**src/sv/irbb_pkg.sv**
```systemverilog
// Shared types and constants for the backward image rotation block.
// No dependencies; irbb_coord, irbb_blend, the top level and the bench import it.
package irbb_pkg;

  // Trigonometric values are signed Q1.14
  localparam int unsigned TRIG_BITS = 14;
  localparam int unsigned CFG_DW    = 20;
  localparam int unsigned CFG_IW    = 3;
  localparam int unsigned PIX_W     = 24;

  typedef enum logic [CFG_IW-1:0] {
    REG_COS    = 3'd0,
    REG_SIN    = 3'd1,
    REG_OFF_R  = 3'd2,
    REG_OFF_C  = 3'd3,
    REG_HEIGHT = 3'd4,
    REG_WIDTH  = 3'd5
  } irbb_reg_e;

  typedef enum logic {
    OP_LOAD    = 1'b0,
    OP_COMPUTE = 1'b1
  } irbb_op_e;

  // Per-stage control flags that travel with an item
  typedef struct packed {
    logic vld;
    logic cmp;
    logic in_win;
    logic inrng;
  } irbb_ctl_t;

  typedef struct packed {
    logic [7:0] blue;
    logic [7:0] green;
    logic [7:0] red;
    logic       in_win;
  } irbb_res_t;

endpackage

```
**src/sv/irbb_blend.sv**
```systemverilog
// Bilinear blend: weights, per-channel products, sum and truncate.
// Depends on irbb_pkg; takes the four bank read beats from the frame store.
module irbb_blend import irbb_pkg::*; #(
  parameter int unsigned FRACTION_BITS = 8
) (
  input  logic                     clk,
  input  logic                     rst_n,
  input  logic                     en,
  input  irbb_ctl_t                ctl3,
  input  logic                     xpar,
  input  logic                     ypar,
  input  logic [FRACTION_BITS-1:0] fx,
  input  logic [FRACTION_BITS-1:0] fy,
  input  logic [PIX_W-1:0]         rdata [4],
  output logic                     res_vld,
  output irbb_res_t                res
);

  localparam int unsigned F  = FRACTION_BITS;
  localparam int unsigned WW = 2 * F + 1;
  localparam int unsigned MW = WW + 8;
  localparam int unsigned AW = MW + 2;

  irbb_ctl_t        ctl4_r, ctl5_r, ctl6_r;
  logic [WW-1:0]    w_r [4];
  logic             xp_r, yp_r;
  logic [MW-1:0]    m_r [3][4];
  logic [F:0]       gx, gy;
  logic [PIX_W-1:0] p [4];
  logic [AW-1:0]    acc [3];
  irbb_res_t        res_r;

  assign gx = (F+1)'(1 << F) - (F+1)'(fx);
  assign gy = (F+1)'(1 << F) - (F+1)'(fy);

  // Pick each neighbor from its bank by row and column parity
  assign p[0] = rdata[{xp_r, yp_r}];
  assign p[1] = rdata[{~xp_r, yp_r}];
  assign p[2] = rdata[{xp_r, ~yp_r}];
  assign p[3] = rdata[{~xp_r, ~yp_r}];

  always_comb begin
    for (int k = 0; k < 3; k++) begin
      acc[k] = AW'(m_r[k][0]) + AW'(m_r[k][1]) + AW'(m_r[k][2]) + AW'(m_r[k][3]);
    end
  end

  // Control flags
  always_ff @(posedge clk) begin
    if (!rst_n) begin
      ctl4_r <= '0;
      ctl5_r <= '0;
      ctl6_r <= '0;
    end else if (en) begin
      ctl4_r <= ctl3;
      ctl5_r <= ctl4_r;
      ctl6_r <= ctl5_r;
    end
  end

  // Weights, products, then sum and truncate
  always_ff @(posedge clk) begin
    if (en) begin
      w_r[0] <= WW'(gy * gx);
      w_r[1] <= WW'(gy * (F+1)'(fx));
      w_r[2] <= WW'((F+1)'(fy) * gx);
      w_r[3] <= WW'((F+1)'(fy) * (F+1)'(fx));
      xp_r   <= xpar;
      yp_r   <= ypar;
      for (int k = 0; k < 3; k++) begin
        for (int n = 0; n < 4; n++) begin
          m_r[k][n] <= w_r[n] * MW'(p[n][8*k +: 8]);
        end
      end
      res_r.blue   <= ctl5_r.in_win ? acc[0][2*F +: 8] : 8'd0;
      res_r.green  <= ctl5_r.in_win ? acc[1][2*F +: 8] : 8'd0;
      res_r.red    <= ctl5_r.in_win ? acc[2][2*F +: 8] : 8'd0;
      res_r.in_win <= ctl5_r.in_win;
    end
  end

  assign res_vld = ctl6_r.vld && ctl6_r.cmp;
  assign res     = res_r;

endmodule

```
**config.mk**
```make
export PLATFORM = sky130hd
export DESIGN_NAME = irbb_blend
export DESIGN_NICKNAME = d
export VERILOG_FILES = /design/src/sv/irbb_pkg.sv /design/src/sv/irbb_blend.sv
export SDC_FILE = /design/constraint.sdc
export NUM_CORES = 2
export LEC_CHECK = 0
export BUFFER_PORTS_ARGS = -buffer_cell sky130_fd_sc_hd__buf_4
export CAP_MARGIN = 25
export CELL_PAD_IN_SITES_DETAIL_PLACEMENT = 1
export CELL_PAD_IN_SITES_GLOBAL_PLACEMENT = 1
export CORE_MARGIN = 1.5
export CORE_UTILIZATION = 57
export DETAILED_ROUTE_END_ITERATION = 10
export GPL_ROUTABILITY_DRIVEN = 0
export PLACE_DENSITY_LB_ADDON = 0.1
export SYNTH_ARGS = -nofsm -noshare
export SYNTH_HDL_FRONTEND = slang
export SYNTH_SLANG_ARGS = --single-unit
```
**constraint.sdc**
```tcl
create_clock -name clk -period 17.8 [get_ports clk]
set_input_delay 2.67 -clock clk [delete_from_list [all_inputs] [get_ports clk]]
set_output_delay 2.67 -clock clk [all_outputs]
set_load 0.02 [all_outputs]
```
==> results.py <==
metrics = {
    "route": {
        "dr_wl_met3_mm": 13.4,
        "post_drt_via_cell_ratio": 5.84,
        "firstDrtPassIters": 5,
        "ant_nets": 0,
        "wl_per_cell_um": 24.1,
        "maxUsedRoutingLayer": "met5",
        "drt_iter0_drc": 3327,
        "drc": 0,
        "wl_met1_mm": 81.3,
        "vias": 55400,
        "wl_met2_mm": 114,
        "routed_wl_mm": 229,
    },
    "sta": {
        "setup-violations-final": 0,
        "hold_violations": 0,
        "worstMarginPinSlew_ns": 1.11,
        "max_slew_margin": 0.259,
        "layout_min_cycle_time_ns": 8.62,
        "drv_slew": 0,
        "fin_crit_sh": 0.484,
        "setup_tns_ns": 0,
        "skew_ns": 0.0310,
        "rsz0062_at_grt": "no",
        "max_freq_ghz": 0.116,
    },
    "worst_setup_path": {
        "endpoint_kind": "flop",
        "critPathLaunchType": "input pin",
        "timing.rr.end": "m_r[2][70]",
        "worstPathMaxFanout": 13,
        "worstRegToRegCells": 18,
        "r2r_setup_slack_ns": 10.57,
        "arrival_ns": 9.02,
        "crit_required_ns": 18.20,
        "criticalPathCategory": "in2reg",
        "r2r-start": "yp_r",
    },
    "grt": {
        "grt_pass1_wl_mm": 361,
        "grt_usage": 0.346,
        "overflow": 0,
        "grt_start_max_net_pins": 169,
        "grt_pass1_vias": 64400,
        "antenna_found_initial": 25,
    },
    "yosys": {
        "synth_top_family_by_area": "adder cells",
        "yosysSeqAreaShare": 0.150,
        "synthMuxAreaShare": 0.0291,
        "synthXorXnorAreaFrac": 0.0385,
        "synth_compound_area_frac": 0.0529,
        "synth_edf_count": 379,
        "syn_nets": 9900,
        "synthCells": 7692,
        "synth_top_area_frac": 0.353,
        "synth_area_leader_cell": "fa_1",
        "syn_area_per_cell_um2": 10.0,
        "synthFlopType": "edfxtp_1",
        "ys_types": 73,
        "synth_fa_ha_area_frac": 0.472,
        "yosys_warnings": 0,
        "ys_top_cells_by_area": "fa_1 (35%), edfxtp_1 (15%), and2_1 (12%)",
        "netlist_area_mm2": 0.0770,
        "async_flop_share": 0,
        "synth_simple_gate_area_share": 0.174,
        "synth-seq-cells": 387,
    },
    "clocking": {
        "cts_hold_buffers": 0,
        "clk_latency_ns": 0.67,
        "cts_tree": "yes",
        "ctsResizeCount": 0,
        "cts_buffers": 49,
        "cts_max_path_buffers": 3,
        "post_cts_buffers": 0,
        "clkTransAtPathRegs_ns": 0.06,
        "htree_levels": 2,
        "clkSinkCount": 387,
        "cts_root_buffer": "clkbuf_16",
    },
    "floorplanning": {
        "core-area_mm2": 0.134,
        "die_h_um": 371,
        "start_util": 0.575,
        "die_w_um": 371,
        "rows": 134,
        "io_pins": 147,
        "dieArea_mm2": 0.137,
    },
    "worst_hold_path": {
        "min_to": "ctl5_r[3]",
        "hold_path.startpoint": "ctl5_r[3]",
        "hold_path_class": "reg2reg",
        "whs_path_depth": 2,
    },
    "placed_design": {
        "dp_hpwl_mm": 180,
        "port_buffers": 145,
    },
    "run": {
        "drv_cap": 0,
    },
    "layout": {
        "syn_to_final_growth_pct": 5.94,
        "regArea_mm2": 0.0115,
        "drive_above_1_share": 0.0545,
        "multiInputGateArea_mm2": 0.0590,
        "fillers": 14600,
        "nets": 9875,
    },
    "outcome": {
        "status": "complete, no violations",
    },
}
-- layer usage --
metal  up-vias  global-route usage
li1      24000                   -
met1     29200               0.388
met2      1631               0.601
met3       612              0.0500
met4        14               0.253
met5         -                   0
-- worst max-delay path by stage --
stage | startpoint | slack (ns) | end | depth (start not counted)
detailed placement | fy[1] | 8.60 | w_r[0][14] | 24
floorplan | rdata[75] | 9.81 | m_r[0][21] | 19
CTS | fy[1] | 9.28 | w_r[0][14] | 24
global route | fy[1] | 8.87 | w_r[0][14] | 24
global placement | fy[1] | 8.37 | w_r[0][16] | 23
finish | fy[1] | 9.18 | w_r[0][14] | 24
-- cell usage after synthesis, types with 51 or more instances --
master,count
clkbuf_1,285
mux4_2,96
ha_1,730
a21o_1,89
nor3_1,55
nor2_1,207
inv_1,1415
and2_1,1462
o21ai_0,104
nand3_1,59
nor2b_1,51
edfxtp_1,379
xnor2_1,271
nand2_1,469
a21oi_1,207
xor2_1,67
fa_1,1357
-- area by class of cell --
type                    count  area share
multi-input cells        5587       0.723
flip-flops and latches    387       0.142
inverters                1418      0.0653
well taps                1768      0.0271
repair buffers            224      0.0221
clock buffers              57      0.0159
clock inverters            34     0.00433
diodes                     17    0.000522
-- through the flow --
step	instance area, um^2	hold slack (ns)	cells	util	setup slack [ns]
floorplan	77000	0.474	7692	-	9.81
global placement	79700	0.494	9375	0.596	8.37
detailed placement	79800	0.522	9379	0.596	8.60
CTS	81400	0.532	9470	0.609	9.28
global route	81500	0.560	9476	0.609	8.87
finish	81600	0.527	9492	0.610	9.18
-- sequential cells by signal, summed over array words and instances (netlist names) --
register	count
ctl4_r	3
ctl5_r	3
ctl6_r	2
m_r	288
res	25
w_r	64
xp_r	1
yp_r	1
-- cell usage in the layout (no fill, tap or decap), types with 45 or more instances in the layout --
cell type,n
o21a_1,45
nor3_1,55
a21oi_1,207
ha_1,730
xnor2_1,271
xor2_1,67
a21o_1,89
fa_1,1357
nand2_1,469
nand3_1,59
buf_4,214
and2_1,1462
inv_1,1415
nor2b_1,51
edfxtp_1,379
o21ai_0,104
clkbuf_16,51
nor2_1,207
mux4_2,96
-- cell families after synthesis --
group / after synthesis
buf+inv: 1718
xor+xnor: 338
compound gates: 628
flops: 387
simple gates: 2430
mux: 104
fa+ha+maj: 2087
-- critical path, stage by stage --
cell	delay (ns)
buf_4	0.19
inv_1	0.28
ha_1	0.30
nand2_1	0.15
or3_1	0.47
xor2_1	0.55
buf_4	0.28
nand2_1	0.09
fa_1	0.56
inv_1	0.05
fa_1	0.50
inv_1	0.06
fa_1	0.49
fa_1	0.49
inv_1	0.04
ha_1	0.31
o21ai_0	0.13
a21boi_0	0.17
o21ai_0	0.43
a21boi_0	0.25
o2111ai_1	0.28
nand2_1	0.08
nor2_1	0.12
xnor2_1	0.08
Power is left out: the tool's default activity adds up to more than one toggle a clock period on the data nets, which glitch-free logic cannot reach.
