$ cat src/sv/irbb_pkg.sv
// Shared types and constants for the backward image rotation block.
// No dependencies; irbb_coord, irbb_blend, the top level and the bench import it.
package irbb_pkg;

  // Trigonometric values are signed Q1.14
  localparam int unsigned TRIG_BITS = 14;
  localparam int unsigned CFG_DW    = 20;
  localparam int unsigned CFG_IW    = 3;
  localparam int unsigned PIX_W     = 24;

  typedef enum logic [CFG_IW-1:0] {
    REG_COS    = 3'd0,
    REG_SIN    = 3'd1,
    REG_OFF_R  = 3'd2,
    REG_OFF_C  = 3'd3,
    REG_HEIGHT = 3'd4,
    REG_WIDTH  = 3'd5
  } irbb_reg_e;

  typedef enum logic {
    OP_LOAD    = 1'b0,
    OP_COMPUTE = 1'b1
  } irbb_op_e;

  // Per-stage control flags that travel with an item
  typedef struct packed {
    logic vld;
    logic cmp;
    logic in_win;
    logic inrng;
  } irbb_ctl_t;

  typedef struct packed {
    logic [7:0] blue;
    logic [7:0] green;
    logic [7:0] red;
    logic       in_win;
  } irbb_res_t;

endpackage

$ cat src/sv/irbb_coord.sv
// Coordinate pipeline: offset subtract, rotation multiply, floor shift, window test.
// Depends on irbb_pkg.
module irbb_coord import irbb_pkg::*; #(
  parameter int unsigned MAX_DIM       = 512,
  parameter int unsigned FRACTION_BITS = 8
) (
  input  logic                        clk,
  input  logic                        rst_n,
  input  logic                        en,
  input  logic                        acc,
  input  logic                        opcode,
  input  logic [9:0]                  row,
  input  logic [9:0]                  col,
  input  logic [PIX_W-1:0]            pix,
  input  logic signed [15:0]          cos_a,
  input  logic signed [15:0]          sin_a,
  input  logic signed [19:0]          off_r,
  input  logic signed [19:0]          off_c,
  input  logic [9:0]                  height,
  input  logic [9:0]                  width,
  output irbb_ctl_t                   ctl3,
  output logic [$clog2(MAX_DIM)-1:0]  xi,
  output logic [$clog2(MAX_DIM)-1:0]  yi,
  output logic [FRACTION_BITS-1:0]    fx,
  output logic [FRACTION_BITS-1:0]    fy,
  output logic [$clog2(MAX_DIM)-1:0]  ld_row,
  output logic [$clog2(MAX_DIM)-1:0]  ld_col,
  output logic [PIX_W-1:0]            ld_pix
);

  localparam int unsigned F  = FRACTION_BITS;
  localparam int unsigned AW = $clog2(MAX_DIM);
  localparam int unsigned RW = ((10 + F > 19) ? 10 + F : 19) + 2;
  localparam int unsigned PW = RW + 16;
  localparam int unsigned SW = PW + 1;

  irbb_ctl_t               ctl1_r, ctl2_r, ctl3_r;
  logic signed [RW-1:0]    br_r, bc_r;
  logic signed [PW-1:0]    p_cr_r, p_sc_r, p_cc_r, p_sr_r;
  logic [9:0]              row1_r, col1_r, row2_r, col2_r;
  logic [PIX_W-1:0]        pix1_r, pix2_r, pix3_r;
  logic [AW-1:0]           xi_r, yi_r, row3_r, col3_r;
  logic [F-1:0]            fx_r, fy_r;
  logic signed [RW-1:0]    row_fx, col_fx;
  logic signed [SW-1:0]    sum_r, sum_c, sr, sc, lim_h, lim_w;
  logic [11:0]             hgt, wid;
  logic                    inrng, in_win;

  // Scale input coordinates and check the load range
  assign row_fx = $signed({{(RW-10-F){1'b0}}, row, {F{1'b0}}});
  assign col_fx = $signed({{(RW-10-F){1'b0}}, col, {F{1'b0}}});
  assign inrng  = (32'(row) < MAX_DIM) && (32'(col) < MAX_DIM);

  // Saturate dimensions and form the fixed-point window limits
  assign hgt   = (32'(height) > MAX_DIM) ? 12'(MAX_DIM) : 12'(height);
  assign wid   = (32'(width) > MAX_DIM) ? 12'(MAX_DIM) : 12'(width);
  assign lim_h = SW'($signed({1'b0, hgt}) - 13'sd1) <<< F;
  assign lim_w = SW'($signed({1'b0, wid}) - 13'sd1) <<< F;

  // Rotate: sums of products, floored by the arithmetic shift
  assign sum_r  = SW'(p_cr_r) + SW'(p_sc_r);
  assign sum_c  = SW'(p_cc_r) - SW'(p_sr_r);
  assign sr     = sum_r >>> TRIG_BITS;
  assign sc     = sum_c >>> TRIG_BITS;
  assign in_win = (sr > 0) && (sc > 0) && (sr < lim_h) && (sc < lim_w);

  // Control flags
  always_ff @(posedge clk) begin
    if (!rst_n) begin
      ctl1_r <= '0;
      ctl2_r <= '0;
      ctl3_r <= '0;
    end else if (en) begin
      ctl1_r <= '{vld: acc, cmp: (opcode == OP_COMPUTE), in_win: 1'b0, inrng: inrng};
      ctl2_r <= ctl1_r;
      ctl3_r <= '{vld: ctl2_r.vld, cmp: ctl2_r.cmp, in_win: in_win, inrng: ctl2_r.inrng};
    end
  end

  // Datapath stages
  always_ff @(posedge clk) begin
    if (en) begin
      br_r   <= row_fx - RW'(off_r);
      bc_r   <= col_fx - RW'(off_c);
      row1_r <= row;
      col1_r <= col;
      pix1_r <= pix;
      p_cr_r <= cos_a * br_r;
      p_sc_r <= sin_a * bc_r;
      p_cc_r <= cos_a * bc_r;
      p_sr_r <= sin_a * br_r;
      row2_r <= row1_r;
      col2_r <= col1_r;
      pix2_r <= pix1_r;
      xi_r   <= sr[F +: AW];
      yi_r   <= sc[F +: AW];
      fx_r   <= sr[F-1:0];
      fy_r   <= sc[F-1:0];
      row3_r <= AW'(row2_r);
      col3_r <= AW'(col2_r);
      pix3_r <= pix2_r;
    end
  end

  assign ctl3   = ctl3_r;
  assign xi     = xi_r;
  assign yi     = yi_r;
  assign fx     = fx_r;
  assign fy     = fy_r;
  assign ld_row = row3_r;
  assign ld_col = col3_r;
  assign ld_pix = pix3_r;

endmodule

$ cat config.mk
export PLATFORM = sky130hd
export DESIGN_NAME = irbb_coord
export DESIGN_NICKNAME = d
export VERILOG_FILES = /design/src/sv/irbb_pkg.sv /design/src/sv/irbb_coord.sv
export SDC_FILE = /design/constraint.sdc
export NUM_CORES = 2
export LEC_CHECK = 0
export BUFFER_PORTS_ARGS = -buffer_cell sky130_fd_sc_hd__buf_2
export CORE_MARGIN = 2
export CORE_UTILIZATION = 25
export DETAILED_ROUTE_END_ITERATION = 12
export MAX_ROUTING_LAYER = met4
export PLACE_DENSITY = 0.46
export SLEW_MARGIN = 10
export SYNTH_ARGS = -nofsm -noshare
export SYNTH_HDL_FRONTEND = slang
export SYNTH_SLANG_ARGS = --single-unit
$ cat constraint.sdc
create_clock -name clk -period 13.9 [get_ports clk]
set_clock_uncertainty 0.2 [all_clocks]
set_input_delay 2.085 -clock clk [delete_from_list [all_inputs] [get_ports clk]]
set_output_delay 2.085 -clock clk [all_outputs]
set_load 0.02 [all_outputs]
==> results.py <==
metrics = {
    "worst_setup_path": {
        "critPathSlowestCell": "inv_1",
        "crit_path_max_incr_delay_ns": 0.59,
        "startpoint": "sin_a[15]",
        "critPathKind": "in -> reg",
        "reg2regPathDepth": 23,
        "worst_path_most_repeated_cell": "fa_1",
        "start_kind": "input port",
        "crit_arrival_ns": 9.84,
        "ff2ff_setup_slack_ns": 5.55,
        "crit_cells": 24,
        "r2r_end": "p_sc_r[36]",
        "crit_path_max_fanout": 18,
        "worstPathBufferInverterCount": 5,
        "crit_path_cell_trace": "buf_2 -> inv_1 -> buf_4 -> nor2_1 -> fa_1 -> fa_1 -> fa_1 -> fa_1 -> fa_1 -> inv_1 -> fa_1 -> inv_1 -> ha_1 -> a21o_1 -> a2111o_1 -> a21o_1 -> a21oi_1 -> o31ai_1 -> o41a_1 -> a31oi_1 -> nor3_1 -> o31a_1 -> nor2_1 -> xnor2_1",
        "worstPathRequired_ns": 14.11,
        "reg2reg_from": "bc_r[0]",
        "crit_family": "adder cells",
        "crit_end": "p_sc_r[36]",
        "end_kind": "flip-flop",
    },
    "sta": {
        "min_period_ns": 9.62,
        "fin_tns_setup_ns": 0,
        "fin_ws_ns": 4.28,
        "worst_pin_slew_ns": 1.29,
        "hold_viol_final": 0,
        "final-setup-viol-count": 0,
        "max_freq_ghz": 0.104,
        "slew_viol_final": 0,
        "period_share_pct": 69.2,
        "rsz0062_at_grt": "no",
        "max_slew_margin_pct": 13.9,
    },
    "clocking": {
        "cts_buffers": 53,
        "root_buffer": "clkbuf_16",
        "path_clk_slew_ns": 0.06,
        "postCtsSetupBuffers": 0,
        "clock_latency_ns": 0.74,
        "clk_path_buf_depth": 3,
        "htree_levels": 2,
        "cts_num_sinks": 360,
        "hold_buffers": 0,
        "cts_tree": "built",
        "cts_resized": 0,
    },
    "layout": {
        "fin_cells": 10260,
        "final_core_util_pct": 27.7,
        "area_growth_pct": 10.4,
        "fin_nets": 8770,
        "final_layout_size_suffix_gt1_share_pct": 5.96,
    },
    "floorplan": {
        "start_util_pct": 25.1,
        "die_h_um": 515,
        "core-area_um2": 259000,
        "die_w_um": 515,
        "rows": 187,
        "die_area_um2": 265000,
        "io_pins": 221,
    },
    "yosys": {
        "ys_ff_latch": 360,
        "syn_inst": 6712,
        "ys.flop_type": "edfxtp_1",
        "synthArstFlopShare_pct": 0,
        "syn_area_um2": 65200,
        "synth.yosys.seq_area_share_pct": 16.4,
        "syn_area_per_cell_um2": 9.72,
        "syn_nets": 8675,
        "synth_cell_types": 77,
        "synth_edf_count": 350,
        "yosysWarnings": 0,
    },
    "global_routing": {
        "grt_pass1_vias": 50495,
        "grt_max_degree": 98,
        "grt.total_usage_pct": 15.8,
        "antenna_found_initial": 20,
        "grt_pass1_wl_mm": 309,
        "overflow": 0,
    },
    "hold_path": {
        "hp-class": "reg -> reg",
    },
    "drt": {
        "first_pass_iters": 6,
        "wire_per_inst_um": 19.2,
        "route.detailed.drc": 0,
        "drtIter0Drc": 2340,
        "via_count": 45264,
        "ant_nets": 0,
        "wl_mm": 197,
        "viasPerCell": 4.41,
    },
    "place": {
        "portBuffers": 220,
        "place_congestion": 0.875,
        "hpwl_mm": 152,
        "dp.cells": 10154,
        "pre_cts_ws_ns": 3.53,
    },
    "run_status": {
        "status": "finished clean",
    },
    "flow_run": {
        "cap_viol_max_count": 0,
    },
}
-- metal layers --
metal	routed length, µm	global-route usage (%)	vias up	part of all wire [%]
met5	0	-	-	0
met4	5560	4.11	0	2.8
met3	7730	1.62	238	3.9
met2	98600	27.2	887	50
met1	85600	19.7	23739	43
li1	-	-	20400	-
-- worst reg2reg max path, cell delays in order, from the launching register on --
cell and delay (ns):
edfxtp_1 0.67, buf_4 0.50, nand2b_1 0.42, fa_1 0.52, fa_1 0.50, inv_1 0.05, fa_1 0.39, fa_1 0.49
fa_1 0.50, inv_1 0.05, fa_1 0.47, inv_1 0.05, ha_1 0.36, a21o_1 0.21, a2111o_1 0.29, a21o_1 0.18
a21oi_1 0.48, o31ai_1 0.32, o41a_1 0.43, a31oi_1 0.39, nor3_1 0.13, o31a_1 0.29, nor2_1 0.11, xnor2_1 0.07
-- cell usage after synthesis, types with 7 or more instances --
cell / instances / area (µm²)
nand2b_1: 45 / 282
a31o_2: 7 / 61.3
clkbuf_1: 263 / 987
a211oi_1: 20 / 150
a21o_1: 65 / 488
a211o_1: 11 / 96.3
o21bai_1: 40 / 300
nand3_1: 39 / 195
dfxtp_1: 10 / 200
and2_1: 520 / 3250
nor3b_1: 8 / 60.1
nor2_1: 175 / 657
o31ai_1: 13 / 97.6
o21ai_0: 95 / 475
o21a_1: 24 / 180
nand4_1: 21 / 131
nor2b_1: 33 / 206
a31oi_1: 23 / 144
xor2_1: 56 / 490
and3_1: 14 / 87.6
a21oi_1: 169 / 846
inv_1: 1637 / 6140
xnor2_1: 185 / 1620
nor3_1: 52 / 260
ha_1: 494 / 6180
nor4_1: 19 / 119
edfxtp_1: 350 / 10500
fa_1: 1328 / 26600
mux2i_1: 12 / 120
or3_1: 20 / 125
nand2_1: 852 / 3200
o211ai_1: 13 / 97.6
-- worst min path at each step --
stage | from | to | depth (start not counted)
2_1_floorplan | col1_r[0] | col2_r[0] | 0
3_3_place_gp | pix1_r[8] | pix2_r[8] | 0
3_5_place_dp | col2_r[1] | ld_col[1] | 0
4_1_cts | row2_r[3] | ld_row[3] | 0
5_1_grt | pix1_r[12] | pix2_r[12] | 0
6_report | pix1_r[15] | pix2_r[15] | 0
-- cells in the final DEF, fill, tap and decap left out, types with 7 or more instances in the layout --
cell,count
inv_1,1637
a211o_1,11
nor3b_1,8
clkbuf_16,53
o21bai_1,40
or3_1,20
ha_1,494
o21ai_0,95
nand2b_1,45
fa_1,1328
a31oi_1,23
edfxtp_1,350
diode_2,10
and3_1,14
mux2i_1,12
buf_2,219
dfxtp_1,10
o21a_1,24
clkbuf_1,9
a211oi_1,20
nor3_1,52
xnor2_1,185
nor2b_1,33
o211ai_1,13
clkinv_1,7
buf_4,85
nand4_1,21
clkinvlp_4,9
and2_1,520
o31ai_1,13
nand3_1,39
nor4_1,19
a21o_1,65
nor2_1,175
a31o_2,7
a21oi_1,169
xor2_1,56
nand2_1,852
-- logic make-up after synthesis --
logic type                 count (synthesis)  share of synthesized area [%]
buffers and inverters                   1903                           11.0
and+or+nand+nor                         1828                           13.5
adders and majority gates               1822                           50.2
AOI/OAI and AO/OA                        546                           5.43
DFF                                      360                           16.4
xor gates and xnor gates                 241                           3.24
muxes                                     12                          0.184
-- final cells by class --
| class | count | area, µm² |
|---|---|---|
| inverter | 1637 | 6140 |
| clock inverter | 34 | 354 |
| tap | 3402 | 4260 |
| sequential | 360 | 10700 |
| fill | 27339 | 187000 |
| clock buffer | 62 | 1360 |
| antenna | 10 | 25.0 |
| multi-input combinational | 4449 | 47400 |
| timing repair buffer | 306 | 1770 |
-- registers in the layout, indices dropped and copies added (netlist names), 9 cells and up --
| signal | flops |
|---|---|
| ld_row | 9 |
| p_cr_r | 37 |
| yi | 9 |
| ld_pix | 24 |
| p_sc_r | 37 |
| pix2_r | 24 |
| row1_r | 9 |
| p_sr_r | 37 |
| col1_r | 9 |
| row2_r | 9 |
| ld_col | 9 |
| p_cc_r | 37 |
| bc_r | 21 |
| col2_r | 9 |
| br_r | 21 |
| xi | 9 |
| pix1_r | 24 |
-- stage by stage --
stage	hold slack (ns)	cell area, µm²
floorplan	0.200	65200
global placement	0.201	70200
detailed placement	0.205	70200
CTS	0.217	72000
global route	0.221	72000
finish	0.215	72000
Power is not shown: default switching activity piles up to over one toggle a cycle in this logic, so the estimate is an artifact.
